$ cat src/hw/rtl/cie_pkg.sv
`timescale 1ns / 1ps

package cie_pkg;

  // Base instruction major opcodes.
  localparam logic [6:0] OP_IMM    = 7'h13;
  localparam logic [6:0] OP_LOAD   = 7'h03;
  localparam logic [6:0] OP_STORE  = 7'h23;
  localparam logic [6:0] OP_REG    = 7'h33;
  localparam logic [6:0] OP_LUI    = 7'h37;
  localparam logic [6:0] OP_BRANCH = 7'h63;
  localparam logic [6:0] OP_JALR   = 7'h67;
  localparam logic [6:0] OP_JAL    = 7'h6f;

  localparam logic [6:0]  FN7_SUB     = 7'h20;
  localparam logic [6:0]  FN7_SRA     = 7'h20;
  localparam logic [31:0] WORD_EBREAK = 32'h0010_0073;

  localparam logic [2:0] F3_ADD  = 3'd0;
  localparam logic [2:0] F3_SLL  = 3'd1;
  localparam logic [2:0] F3_LW   = 3'd2;
  localparam logic [2:0] F3_XOR  = 3'd4;
  localparam logic [2:0] F3_SRX  = 3'd5;
  localparam logic [2:0] F3_OR   = 3'd6;
  localparam logic [2:0] F3_AND  = 3'd7;

  localparam logic [4:0] REG_ZERO = 5'd0;
  localparam logic [4:0] REG_RA   = 5'd1;
  localparam logic [4:0] REG_SP   = 5'd2;

  // Compressed form selector: {quadrant, funct3}.
  localparam logic [4:0] CF_ADDI4SPN = 5'h00;
  localparam logic [4:0] CF_LW       = 5'h02;
  localparam logic [4:0] CF_SW       = 5'h06;
  localparam logic [4:0] CF_ADDI     = 5'h08;
  localparam logic [4:0] CF_JAL      = 5'h09;
  localparam logic [4:0] CF_LI       = 5'h0a;
  localparam logic [4:0] CF_LUI      = 5'h0b;
  localparam logic [4:0] CF_ALU      = 5'h0c;
  localparam logic [4:0] CF_J        = 5'h0d;
  localparam logic [4:0] CF_BEQZ     = 5'h0e;
  localparam logic [4:0] CF_BNEZ     = 5'h0f;
  localparam logic [4:0] CF_SLLI     = 5'h10;
  localparam logic [4:0] CF_LWSP     = 5'h12;
  localparam logic [4:0] CF_JR_ADD   = 5'h14;
  localparam logic [4:0] CF_SWSP     = 5'h16;

  // Sub-selector of the register arithmetic group, instr16[11:10].
  localparam logic [1:0] ALU_SRLI = 2'd0;
  localparam logic [1:0] ALU_SRAI = 2'd1;
  localparam logic [1:0] ALU_ANDI = 2'd2;
  localparam logic [1:0] ALU_REG  = 2'd3;

  // Register-register group selector, instr16[6:5].
  localparam logic [1:0] ARITH_SUB = 2'd0;
  localparam logic [1:0] ARITH_XOR = 2'd1;
  localparam logic [1:0] ARITH_OR  = 2'd2;
  localparam logic [1:0] ARITH_AND = 2'd3;

  typedef struct packed {
    logic        ok;
    logic [31:0] word;
  } exp_result_t;

  function automatic logic [31:0] enc_i(input logic [11:0] imm, input logic [4:0] rs1,
                                        input logic [2:0] f3, input logic [4:0] rd,
                                        input logic [6:0] op);
    return {imm, rs1, f3, rd, op};
  endfunction

  function automatic logic [31:0] enc_r(input logic [6:0] f7, input logic [4:0] rs2,
                                        input logic [4:0] rs1, input logic [2:0] f3,
                                        input logic [4:0] rd);
    return {f7, rs2, rs1, f3, rd, OP_REG};
  endfunction

  function automatic logic [31:0] enc_s(input logic [11:0] imm, input logic [4:0] rs2,
                                        input logic [4:0] rs1);
    return {imm[11:5], rs2, rs1, F3_LW, imm[4:0], OP_STORE};
  endfunction

  function automatic logic [31:0] enc_b(input logic [12:0] imm, input logic [4:0] rs1,
                                        input logic [2:0] f3);
    return {imm[12], imm[10:5], REG_ZERO, rs1, f3, imm[4:1], imm[11], OP_BRANCH};
  endfunction

  function automatic logic [31:0] enc_j(input logic [20:0] imm, input logic [4:0] rd);
    return {imm[20], imm[10:1], imm[11], imm[19:12], rd, OP_JAL};
  endfunction

  function automatic exp_result_t expand(input logic [15:0] c);
    exp_result_t r;
    logic [4:0]  rd;
    logic [4:0]  rs2;
    logic [4:0]  rdp;
    logic [4:0]  rs1p;
    logic        b12;
    logic [5:0]  imm6;
    logic [11:0] simm6;
    logic [9:0]  t10;
    logic [11:0] t12;
    logic [8:0]  t9;
    logic [6:0]  t7;
    logic [7:0]  t8;
    logic [2:0]  f3r;
    rd    = c[11:7];
    rs2   = c[6:2];
    rdp   = {2'b01, c[4:2]};
    rs1p  = {2'b01, c[9:7]};
    b12   = c[12];
    imm6  = {b12, rs2};
    simm6 = {{6{imm6[5]}}, imm6};
    r.ok   = 1'b1;
    r.word = '0;
    case ({c[1:0], c[15:13]})
      CF_ADDI4SPN: begin
        t10 = {c[10:7], c[12:11], c[5], c[6], 2'b00};
        r.ok = (t10 != '0);
        r.word = enc_i({2'b00, t10}, REG_SP, F3_ADD, rdp, OP_IMM);
      end
      CF_LW, CF_SW: begin
        t7 = {c[5], c[12:10], c[6], 2'b00};
        r.word = (c[15:13] == F3_LW) ? enc_i({5'b0, t7}, rs1p, F3_LW, rdp, OP_LOAD)
                                     : enc_s({5'b0, t7}, rdp, rs1p);
      end
      CF_ADDI: begin
        if (rd == REG_ZERO && imm6 == '0) begin
          r.word = {25'b0, OP_IMM};
        end else begin
          r.ok = (rd != REG_ZERO) && (imm6 != '0);
          r.word = enc_i(simm6, rd, F3_ADD, rd, OP_IMM);
        end
      end
      CF_JAL, CF_J: begin
        t12 = {b12, c[8], c[10:9], c[6], c[7], c[2], c[11], c[5:3], 1'b0};
        r.word = enc_j({{9{t12[11]}}, t12}, (c[15:13] == CF_JAL[2:0]) ? REG_RA : REG_ZERO);
      end
      CF_LI: begin
        r.ok = (rd != REG_ZERO);
        r.word = enc_i(simm6, REG_ZERO, F3_ADD, rd, OP_IMM);
      end
      CF_LUI: begin
        if (rd == REG_SP) begin
          t10 = {b12, c[4:3], c[5], c[2], c[6], 4'b0000};
          r.ok = (t10 != '0);
          r.word = enc_i({{2{t10[9]}}, t10}, REG_SP, F3_ADD, REG_SP, OP_IMM);
        end else begin
          r.ok = (rd != REG_ZERO) && (imm6 != '0);
          r.word = {{14{imm6[5]}}, imm6, rd, OP_LUI};
        end
      end
      CF_ALU: begin
        case (c[11:10])
          ALU_SRLI, ALU_SRAI: begin
            r.ok = !b12 && (rs2 != '0);
            r.word = enc_i({(c[10] ? FN7_SRA : 7'h00), rs2}, rs1p, F3_SRX, rs1p, OP_IMM);
          end
          ALU_ANDI: begin
            r.word = enc_i(simm6, rs1p, F3_AND, rs1p, OP_IMM);
          end
          default: begin
            case (c[6:5])
              ARITH_SUB: f3r = F3_ADD;
              ARITH_XOR: f3r = F3_XOR;
              ARITH_OR:  f3r = F3_OR;
              default:   f3r = F3_AND;
            endcase
            r.ok = !b12;
            r.word = enc_r((c[6:5] == ARITH_SUB) ? FN7_SUB : 7'h00, rdp, rs1p, f3r, rs1p);
          end
        endcase
      end
      CF_BEQZ, CF_BNEZ: begin
        t9 = {b12, c[6:5], c[2], c[11:10], c[4:3], 1'b0};
        r.word = enc_b({{4{t9[8]}}, t9}, rs1p, {2'b00, c[13]});
      end
      CF_SLLI: begin
        r.ok = !b12 && (rs2 != '0) && (rd != REG_ZERO);
        r.word = enc_i({7'b0, rs2}, rd, F3_SLL, rd, OP_IMM);
      end
      CF_LWSP: begin
        t8 = {c[3:2], b12, c[6:4], 2'b00};
        r.ok = (rd != REG_ZERO);
        r.word = enc_i({4'b0, t8}, REG_SP, F3_LW, rd, OP_LOAD);
      end
      CF_JR_ADD: begin
        if (rs2 == '0) begin
          if (rd == REG_ZERO) begin
            r.ok = b12;
            r.word = WORD_EBREAK;
          end else begin
            r.word = enc_i(12'h000, rd, F3_ADD, {4'b0, b12}, OP_JALR);
          end
        end else begin
          r.ok = (rd != REG_ZERO);
          r.word = enc_r(7'h00, rs2, b12 ? rd : REG_ZERO, F3_ADD, rd);
        end
      end
      CF_SWSP: begin
        t8 = {c[8:7], c[12:9], 2'b00};
        r.word = enc_s({4'b0, t8}, rs2, REG_SP);
      end
      default: begin
        r.ok = 1'b0;
      end
    endcase
    if (!r.ok) begin
      r.word = '0;
    end
    return r;
  endfunction

endpackage

$ cat src/hw/rtl/compressed_instruction_expander_unit.sv
`timescale 1ns / 1ps
// Path: an accepted word passes the input register, then one combinational expansion
// stage, then the result register that drives the output.
// Throughput: one word per cycle, set by the single combinational expansion stage;
// backpressure from the output stalls both registers.
// Reset (synchronous, rst high) clears both valid flags; data registers are not reset.
module compressed_instruction_expander_unit
  import cie_pkg::*;
(
  input  logic        clk,
  input  logic        rst,
  input  logic        s_axis_tvalid,
  output logic        s_axis_tready,
  input  logic [15:0] s_axis_tdata,   // [15:0] instr16
  output logic        m_axis_tvalid,
  input  logic        m_axis_tready,
  output logic [31:0] m_axis_tdata,   // [31:0] instr32
  output logic        m_axis_tuser    // [0] recognized
);

  logic        s1_valid;
  logic [15:0] s1_instr;
  exp_result_t s1_result;
  exp_result_t result;
  logic        out_load;
  logic        in_load;

  assign out_load      = !m_axis_tvalid || m_axis_tready;
  assign s_axis_tready = !s1_valid || out_load;
  assign in_load       = s_axis_tvalid && s_axis_tready;
  assign s1_result     = expand(s1_instr);

  always_ff @(posedge clk) begin
    if (rst) begin
      s1_valid <= 1'b0;
    end else if (s_axis_tready) begin
      s1_valid <= s_axis_tvalid;
    end
    if (in_load) begin
      s1_instr <= s_axis_tdata;
    end
  end

  always_ff @(posedge clk) begin
    if (rst) begin
      m_axis_tvalid <= 1'b0;
    end else if (out_load) begin
      m_axis_tvalid <= s1_valid;
    end
    if (out_load && s1_valid) begin
      result <= s1_result;
    end
  end

  assign m_axis_tdata = result.word;
  assign m_axis_tuser = result.ok;

`ifndef SYNTH
  a_unrec_zero: assert property (@(posedge clk) disable iff (rst)
    (m_axis_tvalid && !m_axis_tuser) |-> (m_axis_tdata == 32'h0))
    else $error("unrecognized word carries nonzero data");

  a_rec_wide: assert property (@(posedge clk) disable iff (rst)
    (m_axis_tvalid && m_axis_tuser) |-> (m_axis_tdata[1:0] == 2'b11))
    else $error("recognized word is not a 32-bit encoding");

  a_accept_fills: assert property (@(posedge clk) disable iff (rst)
    (s_axis_tvalid && s_axis_tready) |=> s1_valid)
    else $error("accepted word lost at input register");

  a_full_stall: assert property (@(posedge clk) disable iff (rst)
    (m_axis_tvalid && !m_axis_tready && s1_valid) |-> !s_axis_tready)
    else $error("input taken while pipeline is full and stalled");

  a_reset_clear: assert property (@(posedge clk)
    rst |=> (!m_axis_tvalid && !s1_valid))
    else $error("valid flags not cleared by reset");
`endif

endmodule
$ cat config.mk
export PLATFORM = sky130hd
export DESIGN_NAME = compressed_instruction_expander_unit
export DESIGN_NICKNAME = d
export VERILOG_FILES = /design/src/hw/rtl/cie_pkg.sv /design/src/hw/rtl/compressed_instruction_expander_unit.sv
export SDC_FILE = /design/constraint.sdc
export NUM_CORES = 1
export LEC_CHECK = 0
export ABC_AREA = 0
export BUFFER_PORTS_ARGS = -buffer_cell sky130_fd_sc_hd__buf_2
export CORE_MARGIN = 2
export CORE_UTILIZATION = 45
export CTS_BUF_LIST = sky130_fd_sc_hd__clkbuf_2
export DETAILED_ROUTE_END_ITERATION = 8
export GPL_TIMING_DRIVEN = 0
export PLACE_DENSITY = 0.66
export SLEW_MARGIN = 10
export SYNTH_ARGS = -nofsm -noshare
export SYNTH_HDL_FRONTEND = slang
export SYNTH_SLANG_ARGS = --single-unit
$ cat constraint.sdc
create_clock -name clk -period 4 [get_ports clk]
set_input_delay 1.2 -clock clk [delete_from_list [all_inputs] [get_ports clk]]
set_output_delay 1.2 -clock clk [all_outputs]
set_load 0.005 [all_outputs]
==> metrics.csv <==
metric;value;unit
irDropWorstVdd;0.000193;V
worstPathMaxFanout;10;
fmax;299;MHz
crit_path_cell_trace;or4_4 -> nor2_4 -> nand2_2 -> ha_1 -> nor3_1 -> a21oi_1 -> o22ai_1 -> nor4_4 -> buf_4 -> a21oi_1;
setup_violations;0;
die_w;88.9;um
ys_seq_elements;50;
grt_pass1_wl;15.4;mm
p_leak;1.33;nW
period_needed;3340;ps
path_clk_slew;260;ps
yosysSeqAreaShare;0.457;
cts_setup_buffers;0;
port_buffers;54;
hold_buffers;0;
met2_usage;0.407;
synth_top_cells_by_count;edfxtp_1 (48), a21oi_1 (41), nand2_1 (27);
min_period_over_period;0.835;
num_vias;3053;
clockRootBuffer;clkbuf_2;
antenna_found_initial;0;
grtUsageTotal;0.263;
drcViolationCount;0;
rsz0062_at_grt;false;
drt-total-wl;10.1;mm
cts_max_level;2;
power.total;1.15;mW
drtIter0Drc;371;
grt_use_met3;0.0425;
maxCapViolCount;0;
start_util;0.472;
cellPowerDensity;311;nW/um^2
wire_per_inst;20.7;um
synthCells;330;
r2r_slack;660;ps
ios;55;
max_slew.worst_pin.slew;1340;ps
yosysMostFrequentCell;edfxtp_1;
netlist_area;3240;sq um
status;finished, final reports clean;
area.growth.synth_to_final;14.5;%
grt_pass1_vias;2864;
fp-row-count;30;
synthDistinctLibCells;63;
cp-start-kind;flip-flop;
path_buf_inv;1;
met1_usage;0.374;
synth_ff_type;edfxtp_1;
cts.sinks;50;
clock_latency;490;ps
tns;0;ps
dieHeight;88.9;um
drtPass1Iterations;7;
routabilityCongestion;1.02;
critPathCaptureType;flip-flop;
tritoncts;built;
cpLargestDelayFamily;simple AND/OR/NAND/NOR gates;
worstSetupPathType;reg -> reg;
nets;413;
drive_above_1_share;0.265;
core;6870;sq um
placed_area;3640;sq um
synth_top_area_frac;0.444;
cp_slowest_cell;or4_4;
critPathMaxStageDelay;630;ps
busiest_layer;met2;
design_area;3720;sq um
worstPathRequired;4240;ps
hold_viol_final;0;
cts_buffer_depth;2;
ys_top_cells_by_area;edfxtp_1 (44%), a21oi_1 (6.3%), o21ai_0 (3.4%);
grt_max_degree;33;
synth_edf_count;48;
cts_buffers;5;
viasPerCell;6.26;
grt_overflow_total;0;
n_antenna_cell;0;
slew_headroom;0.0805;
cts_resized;0;
crit_arrival;3580;ps
ant_nets;0;
crit_path_frequent_cell;a21oi_1;
synth_top_cell_by_area;edfxtp_1;
die_area;7900;sq um
synth.avg_cell_area;9.83;sq um
hold_path_class;reg -> reg;
slew_violations;0;
yosys_warnings;0;
place_hpwl;7.41;mm
synthArstFlopShare;0;
syn_nets;352;
finalClockSkew;43.3;ps
## state kept, by name, indices dropped and copies added, names as in the netlist
signal         flops
m_axis_tdata      31
m_axis_tuser       1
m_axis_tvalid      1
s1_instr          16
s1_valid           1
## cell usage in the layout, fill, tap and decap left out, types with 4 or more instances in the layout
master | netlist | final
buf_2 | 4 | 58
edfxtp_1 | 48 | 48
a21oi_1 | 41 | 41
nand2_1 | 27 | 27
o21ai_0 | 22 | 22
nor2_1 | 21 | 21
clkbuf_1 | 19 | 19
nor3_1 | 10 | 10
inv_1 | 9 | 9
nand3_1 | 8 | 8
a22oi_2 | 8 | 8
nand2b_1 | 6 | 6
a22oi_1 | 6 | 6
and2_1 | 5 | 5
a211oi_1 | 5 | 5
clkbuf_2 | 0 | 5
buf_6 | 4 | 4
nor2b_1 | 5 | 4
o22ai_1 | 4 | 4
buf_4 | 4 | 4
o21a_1 | 4 | 4
## path summary, 6_finish.rpt
path | start | to | cells past startpoint
setup / recovery | s1_instr[2] | m_axis_tdata[19] | 10
hold reg to reg | s1_valid | s1_valid | 2
setup reg to reg | s1_instr[2] | m_axis_tdata[19] | 10
hold / removal | s1_valid | s1_valid | 2
## logic make-up after synthesis
kind of cell    after synthesis  share of synthesized area
fa+ha+maj                     2                    0.00771
buf+inv                      41                     0.0629
flops                        50                      0.457
mux                           4                     0.0135
simple gates                106                      0.187
compound gates              127                      0.272
## worst reg2reg max path, delay by kind of cell, from the launching register on
family	cells	cell delay [ps]
AO/OA/AOI/OAI	3	340
adder cells (fa/ha/maj)	1	280
buffers and inverters	1	280
flip-flops	1	590
AND/OR/NAND/NOR	5	1640
## power by group
| part | internal (mW) | switching (mW) |
|---|---|---|
| combinational | 0.0835 | 0.147 |
| sequential | 0.609 | 0.0175 |
| clock | 0.110 | 0.187 |
| total | 0.803 | 0.351 |
## layout make-up
| cell class | count | area, sq um |
|---|---|---|
| buffer | 31 | 166 |
| clock buffer | 5 | 25.0 |
| clock inverter | 3 | 48.8 |
| fill | 661 | 3150 |
| inverter | 10 | 37.5 |
| multi-input combinational | 239 | 1570 |
| sequential | 50 | 1480 |
| tap | 96 | 120 |
| timing repair buffer | 54 | 270 |
## routing by layer
| metal | vias up | part of all wire | wire length [um] |
|---|---|---|---|
| li1 | 1386 | - | - |
| met1 | 1386 | 0.42 | 4200 |
| met2 | 229 | 0.45 | 4510 |
| met3 | 52 | 0.088 | 892 |
| met4 | 0 | 0.049 | 495 |
| met5 | - | 0 | 0 |
## through the flow
stage / setup WS [ps] / hold slack, ps / cells / utilization
global route: 574 / 589 / 488 / 0.541
detailed placement: 721 / 523 / 480 / 0.530
global placement: 336 / 497 / 480 / 0.529
finish: 659 / 553 / 488 / 0.541
floorplan: 857 / 478 / 330 / -
CTS: 700 / 558 / 488 / 0.541
(Power assumes the default switching activity.)
